--- src/hw/rtl/line_code_6b8b_decoder_macros.svh ---
// ----------------------------------------------------------------------------
// line_code_6b8b_decoder_macros
// Assertion macros for the 6b/8b line decoder.
// Every macro samples on the rising edge of clk and is disabled during rst.
// ----------------------------------------------------------------------------
`ifndef LINE_CODE_6B8B_DECODER_MACROS_SVH
`define LINE_CODE_6B8B_DECODER_MACROS_SVH

// Implication checked in the same cycle.
`define LC_ASSERT_IMPL(label, ante, cons) \
  label: assert property (@(posedge clk) disable iff (rst) (ante) |-> (cons)) \
    else $error("line decoder same-cycle check failed");

// Implication checked in the cycle after the antecedent.
`define LC_ASSERT_NEXT(label, ante, cons) \
  label: assert property (@(posedge clk) disable iff (rst) (ante) |=> (cons)) \
    else $error("line decoder next-cycle check failed");

`endif

--- src/hw/rtl/lc6b8b_pkg.sv ---
// ----------------------------------------------------------------------------
// lc6b8b_pkg
// Shared types, phase codes and nibble maps of the 6b/8b line decoder.
// ----------------------------------------------------------------------------
package lc6b8b_pkg;

  // Slot of the next 6-bit value within a group of three bytes
  localparam logic [1:0] PH_SLOT0 = 2'd0;
  localparam logic [1:0] PH_SLOT1 = 2'd1;
  localparam logic [1:0] PH_SLOT2 = 2'd2;
  localparam logic [1:0] PH_SLOT3 = 2'd3;

  // Map entry that marks a nibble with no valid code
  localparam logic [6:0] NIB_BAD = 7'h40;

  // Most results one item can produce
  localparam logic [1:0] MAX_RESULTS = 2'd2;

  // One result transaction
  typedef struct packed {
    logic [7:0] data_byte;
    logic       status;
    logic       run_last;
  } lc_result_t;

  // Packer outputs for the item at the input register
  typedef struct packed {
    logic [1:0] n;
    lc_result_t res0;
    lc_result_t res1;
    logic       discarding;
  } lc_pack_out_t;

  // High nibble map
  function automatic logic [6:0] hi_nib_map(input logic [3:0] nib);
    logic [6:0] v;
    case (nib)
      4'h3:    v = 7'h10;
      4'h5:    v = 7'h20;
      4'h6:    v = 7'h30;
      4'h9:    v = 7'h28;
      4'hA:    v = 7'h18;
      4'hB:    v = 7'h00;
      4'hC:    v = 7'h08;
      4'hD:    v = 7'h38;
      default: v = NIB_BAD;
    endcase
    return v;
  endfunction

  // Low nibble map
  function automatic logic [6:0] lo_nib_map(input logic [3:0] nib);
    logic [6:0] v;
    case (nib)
      4'h2:    v = 7'h07;
      4'h3:    v = 7'h02;
      4'h4:    v = 7'h00;
      4'h5:    v = 7'h04;
      4'h6:    v = 7'h06;
      4'h9:    v = 7'h05;
      4'hA:    v = 7'h03;
      4'hC:    v = 7'h01;
      default: v = NIB_BAD;
    endcase
    return v;
  endfunction

endpackage

--- src/hw/rtl/lc6b8b_decode.sv ---
// ----------------------------------------------------------------------------
// lc6b8b_decode
// Maps a line byte to a 6-bit value; flags bad nibbles or raw codes over 63.
// ----------------------------------------------------------------------------
module lc6b8b_decode
  import lc6b8b_pkg::*;
(
  input  logic       use_encoding,
  input  logic [7:0] code_byte,
  output logic [5:0] value,
  output logic       invalid
);

  logic [7:0] sum;

  // Sum of both nibble entries; a bad nibble pushes it to 64 or more
  assign sum = {1'b0, hi_nib_map(code_byte[7:4])} + {1'b0, lo_nib_map(code_byte[3:0])};

  always_comb begin
    if (use_encoding) begin
      value   = sum[5:0];
      invalid = |sum[7:6];
    end else begin
      value   = code_byte[5:0];
      invalid = |code_byte[7:6];
    end
  end

endmodule

--- src/hw/rtl/lc6b8b_pack.sv ---
// ----------------------------------------------------------------------------
// lc6b8b_pack
// Packs 6-bit values four to three bytes, flushes on block end and skips
// the rest of a block after an invalid code.
// ----------------------------------------------------------------------------
module lc6b8b_pack
  import lc6b8b_pkg::*;
(
  input  logic         clk,
  input  logic         rst,
  input  logic         fire,
  input  logic [5:0]   value,
  input  logic         invalid,
  input  logic         last,
  output lc_pack_out_t pk
);

  logic [1:0] phase, phase_next;
  logic [7:0] partial_byte, partial_byte_next;
  logic       partial_valid, partial_valid_next;
  logic       discarding, discarding_next;

  logic       has_byte;
  logic [7:0] done_byte;

  // Completed byte and new partial byte for the current slot
  always_comb begin
    // a pending partial byte means this value completes one
    has_byte           = partial_valid;
    done_byte          = 8'h00;
    phase_next         = phase;
    partial_byte_next  = partial_byte;
    partial_valid_next = 1'b1;
    case (phase)
      PH_SLOT0: begin
        partial_byte_next = {value, 2'b00};
        phase_next        = PH_SLOT1;
      end
      PH_SLOT1: begin
        done_byte         = partial_byte | {6'b0, value[5:4]};
        partial_byte_next = {value[3:0], 4'b0000};
        phase_next        = PH_SLOT2;
      end
      PH_SLOT2: begin
        done_byte         = partial_byte | {4'b0, value[5:2]};
        partial_byte_next = {value[1:0], 6'b000000};
        phase_next        = PH_SLOT3;
      end
      default: begin
        done_byte          = partial_byte | {2'b0, value};
        partial_byte_next  = 8'h00;
        partial_valid_next = 1'b0;
        phase_next         = PH_SLOT0;
      end
    endcase
  end

  // Results of this item and the state it leaves
  always_comb begin
    pk.discarding   = discarding;
    pk.n            = 2'd0;
    pk.res0         = '0;
    pk.res1         = '0;
    discarding_next = discarding;
    if (discarding) begin
      if (last) begin
        discarding_next = 1'b0;
      end
    end else if (invalid) begin
      pk.n            = 2'd1;
      pk.res0         = '{data_byte: 8'h00, status: 1'b1, run_last: 1'b1};
      discarding_next = !last;
    end else if (has_byte) begin
      pk.res0 = '{data_byte: done_byte, status: 1'b0, run_last: 1'b0};
      if (last && partial_valid_next) begin
        pk.n    = MAX_RESULTS;
        pk.res1 = '{data_byte: partial_byte_next, status: 1'b0, run_last: 1'b1};
      end else begin
        pk.n             = 2'd1;
        pk.res0.run_last = last;
      end
    end else if (last) begin
      // first slot of a group: only the flushed partial byte
      pk.n    = 2'd1;
      pk.res0 = '{data_byte: partial_byte_next, status: 1'b0, run_last: 1'b1};
    end
  end

  // State update on each consumed item
  always_ff @(posedge clk) begin
    if (rst) begin
      phase         <= PH_SLOT0;
      partial_byte  <= 8'h00;
      partial_valid <= 1'b0;
      discarding    <= 1'b0;
    end else if (fire) begin
      discarding <= discarding_next;
      if (!discarding) begin
        if (invalid || last) begin
          phase         <= PH_SLOT0;
          partial_byte  <= 8'h00;
          partial_valid <= 1'b0;
        end else begin
          phase         <= phase_next;
          partial_byte  <= partial_byte_next;
          partial_valid <= partial_valid_next;
        end
      end
    end
  end

endmodule

--- src/hw/rtl/lc6b8b_outq.sv ---
// ----------------------------------------------------------------------------
// lc6b8b_outq
// Two-entry result queue: takes up to two results a cycle, gives one.
// ----------------------------------------------------------------------------
module lc6b8b_outq
  import lc6b8b_pkg::*;
(
  input  logic       clk,
  input  logic       rst,
  input  logic [1:0] push_n,
  input  lc_result_t res0,
  input  lc_result_t res1,
  input  logic       pop,
  output lc_result_t head,
  output logic [1:0] fill
);

  lc_result_t entry [2];
  logic       rd_ptr;
  logic       wr_ptr;

  assign head = entry[rd_ptr];

  // Result storage
  always_ff @(posedge clk) begin
    if (push_n != 2'd0) begin
      entry[wr_ptr] <= res0;
    end
    if (push_n == MAX_RESULTS) begin
      entry[!wr_ptr] <= res1;
    end
  end

  // Pointers and fill level
  always_ff @(posedge clk) begin
    if (rst) begin
      rd_ptr <= 1'b0;
      wr_ptr <= 1'b0;
      fill   <= 2'd0;
    end else begin
      rd_ptr <= rd_ptr ^ pop;
      wr_ptr <= wr_ptr ^ push_n[0];
      fill   <= fill - {1'b0, pop} + push_n;
    end
  end

endmodule

--- src/hw/rtl/line_code_6b8b_decoder.sv ---
// ----------------------------------------------------------------------------
// line_code_6b8b_decoder: 6b/8b line byte decoder and 6-to-8 bit packer
// An accepted item passes the input register, then the result queue; one item per
// cycle while the 2-entry queue fits its results; they leave one per unstalled cycle.
// Synchronous reset: empty pipeline, packer cleared, use_encoding set to 1.
// ----------------------------------------------------------------------------
`include "line_code_6b8b_decoder_macros.svh"

module line_code_6b8b_decoder
  import lc6b8b_pkg::*;
(
  input  logic       clk,
  input  logic       rst,
  // configuration
  input  logic       cfg_write,
  input  logic       cfg_data,
  // line byte channel
  input  logic       code_valid,
  output logic       code_stall,
  input  logic [7:0] code_byte,
  input  logic       block_end,
  // result channel
  output logic       result_valid,
  input  logic       result_stall,
  output logic [7:0] data_byte,
  output logic       status,
  output logic       run_last
);

  logic         use_encoding;
  logic         in_full;
  logic [7:0]   in_code;
  logic         in_last;
  logic [5:0]   value;
  logic         invalid;
  lc_pack_out_t pk;
  lc_result_t   head;
  logic [1:0]   fill;
  logic         pop;
  logic [2:0]   fill_after;
  logic         consume;
  logic [1:0]   push_n;

  // Configuration register
  always_ff @(posedge clk) begin
    if (rst) begin
      use_encoding <= 1'b1;
    end else if (cfg_write) begin
      use_encoding <= cfg_data;
    end
  end

  // Queue room check: item leaves the input register only if all results fit
  assign pop        = result_valid && !result_stall;
  assign fill_after = {1'b0, fill} - {2'b0, pop} + {1'b0, pk.n};
  assign consume    = in_full && (fill_after <= {1'b0, MAX_RESULTS});
  assign push_n     = consume ? pk.n : 2'd0;
  assign code_stall = in_full && !consume;

  // Input register
  always_ff @(posedge clk) begin
    if (rst) begin
      in_full <= 1'b0;
    end else if (!code_stall) begin
      in_full <= code_valid;
    end
  end

  always_ff @(posedge clk) begin
    if (!code_stall && code_valid) begin
      in_code <= code_byte;
      in_last <= block_end;
    end
  end

  lc6b8b_decode u_decode (
    .use_encoding (use_encoding),
    .code_byte    (in_code),
    .value        (value),
    .invalid      (invalid)
  );

  lc6b8b_pack u_pack (
    .clk     (clk),
    .rst     (rst),
    .fire    (consume),
    .value   (value),
    .invalid (invalid),
    .last    (in_last),
    .pk      (pk)
  );

  lc6b8b_outq u_outq (
    .clk    (clk),
    .rst    (rst),
    .push_n (push_n),
    .res0   (pk.res0),
    .res1   (pk.res1),
    .pop    (pop),
    .head   (head),
    .fill   (fill)
  );

  // Result port
  assign result_valid = (fill != 2'd0);
  assign data_byte    = head.data_byte;
  assign status       = head.status;
  assign run_last     = head.run_last;

  // Checks
  `LC_ASSERT_IMPL(a_fill_bound, 1'b1, fill <= MAX_RESULTS)
  `LC_ASSERT_IMPL(a_pair_room, consume && pk.n == MAX_RESULTS,
                  fill == 2'd0 || (fill == 2'd1 && pop))
  `LC_ASSERT_IMPL(a_block_close, consume && in_last && !pk.discarding,
                  (pk.n == 2'd1 && pk.res0.run_last) ||
                  (pk.n == MAX_RESULTS && pk.res1.run_last && !pk.res0.run_last))
  `LC_ASSERT_NEXT(a_push_shows, consume && pk.n != 2'd0, result_valid)

endmodule
--- config.mk ---
export PLATFORM = sky130hd
export DESIGN_NAME = line_code_6b8b_decoder
export DESIGN_NICKNAME = d
export VERILOG_FILES = /design/src/hw/rtl/lc6b8b_pkg.sv /design/src/hw/rtl/lc6b8b_decode.sv /design/src/hw/rtl/lc6b8b_pack.sv /design/src/hw/rtl/lc6b8b_outq.sv /design/src/hw/rtl/line_code_6b8b_decoder.sv
export VERILOG_INCLUDE_DIRS = /design/src /design/src/hw/rtl
export SDC_FILE = /design/constraint.sdc
export NUM_CORES = 1
export LEC_CHECK = 0
export BUFFER_PORTS_ARGS = -buffer_cell sky130_fd_sc_hd__clkbuf_2
export CAP_MARGIN = 15
export CORE_ASPECT_RATIO = 0.9
export CORE_UTILIZATION = 40
export DETAILED_ROUTE_END_ITERATION = 8
export PLACE_DENSITY_LB_ADDON = 0.15
export SLEW_MARGIN = 25
export SYNTH_ARGS = -nofsm -noshare
export SYNTH_HDL_FRONTEND = slang
export SYNTH_HIERARCHICAL = 1
export SYNTH_SLANG_ARGS = --single-unit
--- constraint.sdc ---
create_clock -name clk -period 5 [get_ports clk]
set_input_delay 0.25 -clock clk [delete_from_list [all_inputs] [get_ports clk]]
set_output_delay 0.25 -clock clk [all_outputs]
set_load 0.01 [all_outputs]
==> impl_results.md <==
* Status: completed
* Slew @ Worst Pin at 578 ps
* Worst path slowest cell: edfxtp_1
* Max FO, Critical Path at 10
* Worst setup path end: u_outq/entry[1][4]
* NumNets Final at 313
* CTS max path bufs at 2
* Placed insts at 360
* Iter 0 DRT Violations at 100
* Final worst-path cycle share at 0.921
* Initial DRT Pass Iterations at 4
* Max IR drop VDD at 299 uV
* Syn. warnings at 6
* Setup crit start kind: flop
* RSZ-0062 raised after global routing: no
* I/O pin count at 27
* FF-to-FF setup slack at 390 ps
* Total track usage at 0.148
* Pwr Density at 546 nW/um2
* Vias in the first global route at 1876
* Total of max-cap violations at 0
* Routed len/inst at 14.1 um
* Clk sinks at 45
* Hold Path Class: input port to flop
* Routed wire length at 5.20 mm
* CP peak stage delay at 480 ps
* Share of cells above drive strength 1 at 0.288
* CTS tree: yes
* Total power at 1720 uW
* Hpwl dp at 3.77 mm
* Required time of the critical path at 5050 ps
* RR Startpoint: in_code[5]
* Post-DR vias/cell at 5.24
* Layout area overhead at 12.1%
* Most used cell, CP: inv_1
* Antenna diodes at 0
* Die X at 90.4 um
* Largest net degree at the start of global routing at 15
* Mapped Avg Cell Area at 11.3 um2
* Final GP Congestion at 0.797
* Tmin final at 4610 ps
* Num CTS Buffers at 5
* Core Area at 6690 um2
* Worst Setup End Kind: flop
* Port bufs at 26
* Post-CTS setup buffer count at 0
* CP Depth at 15
* Root Driver: clkbuf_8
* Die area at 7370 um2
* # DRC at 0
* CP cell instances: inv_1 -> ha_1 -> mux4_2 -> a31oi_1 -> nor2_2 -> nand4_1 -> inv_1 -> inv_1 -> ha_1 -> fa_1 -> nor2b_1 -> nor3_2 -> nand2b_1 -> nor2_4 -> mux2_2
* Final Hold Viols at 0
* H-tree levels at 2
* Vias at 1928
* Non-filler cells, final at 368
* Worst-Skew Late Latency at 290 ps
* Critical Path AT at 4650 ps
* Final setup viols at 0
* Pleak at 0.00123 uW
* Starting Density at 0.421
* Slew Limit Fails at 0
* Slew headroom at 0.611
* Synth Instances at 250
* Capturing point of the worst reg2reg path: u_outq/entry[1][4]
* Reg clk slew, reported paths at 90 ps
* CP Class: flop to flop
* Cell family with most CP delay: simple AND/OR/NAND/NOR gates
* First-pass GRT wire length at 8.54 mm
* Initial antenna violation count at 0
* Cell row count at 28
* Final ANT Viol Nets at 0
* Post-route clock skew at 9.42 ps
* Fmax at 0.217 GHz
* GRT overflow at 0
* Setup Total Neg Slack at 0 ps
* Worst r2r path cells at 15
* CP startpoint: in_code[5]
* Buf/Inv on CP at 3
* Post-Syn Area at 2810 um2
* Die Span Y at 81.6 um
==> through the flow <==
stage	area (um2)	hold slack (ps)	worst slack, ps	utilization
final	3150	129	394	0.471
after global routing	3150	103	114	0.471
after CTS	3150	116	344	0.471
after detailed placement	3020	430	358	0.451
after global placement	3020	427	553	0.451
after floorplan	2820	322	164	-
==> repair_timing <==
| item | CTS | global route |
|---|---|---|
| setup endpoints to repair | 0 | 1 |
| hold endpoints to repair | 0 | 0 |
| resized for setup | 0 | 1 |
| hold buffers | 0 | 0 |
==> worst min-delay path by stage <==
stage / cells past startpoint / from / to / slack [ps]
floorplan: 1 / rst / u_outq/fill[0] / 320
global placement: 1 / block_end / in_last / 430
detailed placement: 1 / block_end / in_last / 430
CTS: 1 / block_end / in_last / 120
global route: 1 / block_end / in_last / 100
finish: 1 / code_byte[6] / in_code[6] / 130
==> state kept, by name (all words and copies together) (netlist names), 2 cells and up <==
name	flops
u_outq/entry	20
u_outq/fill	2
u_pack/partial_byte	6
in_code	8
u_pack/phase	2
==> metal layers <==
layer / GRT usage / wire length (um) / vias up
li1: - / - / 965
met1: 0.195 / 2650 / 913
met2: 0.250 / 2320 / 48
met3: 0.0315 / 211 / 2
met4: 0.0403 / 25 / 0
met5: 0 / 0 / -
==> area by class of cell <==
type,instances,area [um2]
clock buffers,5,68.8
clock inverters,3,65.1
fillers,617,3540
inverters,22,82.6
multi-input cells,173,1470
flip-flops and latches,45,1190
well taps,90,113
repair buffers,30,160
==> report_power, final <==
part           switching (uW)  total [uW]  leakage (uW)  internal [uW]
Combinational             431         782      0.000761            351
Clock                     124         322     0.0000681            199
Sequential               94.6         618      0.000401            523
Total                     649        1720       0.00123           1070
==> cell usage in the layout, fill, tap and decap left out, drive strengths merged, types with 3 or more instances in the layout <==
cell type  instances
clkbuf            31
nor2b              7
a221oi             3
a22oi              4
o21ai              5
mux2              31
inv               22
dfxtp             16
xnor2              7
ha                20
buf                4
o2bb2ai            5
a21oi              6
nand2b             5
o22ai              6
nor2              21
conb               3
nand2             11
edfxtp            29
nor3               3
Power figures use the tool's default switching activity.
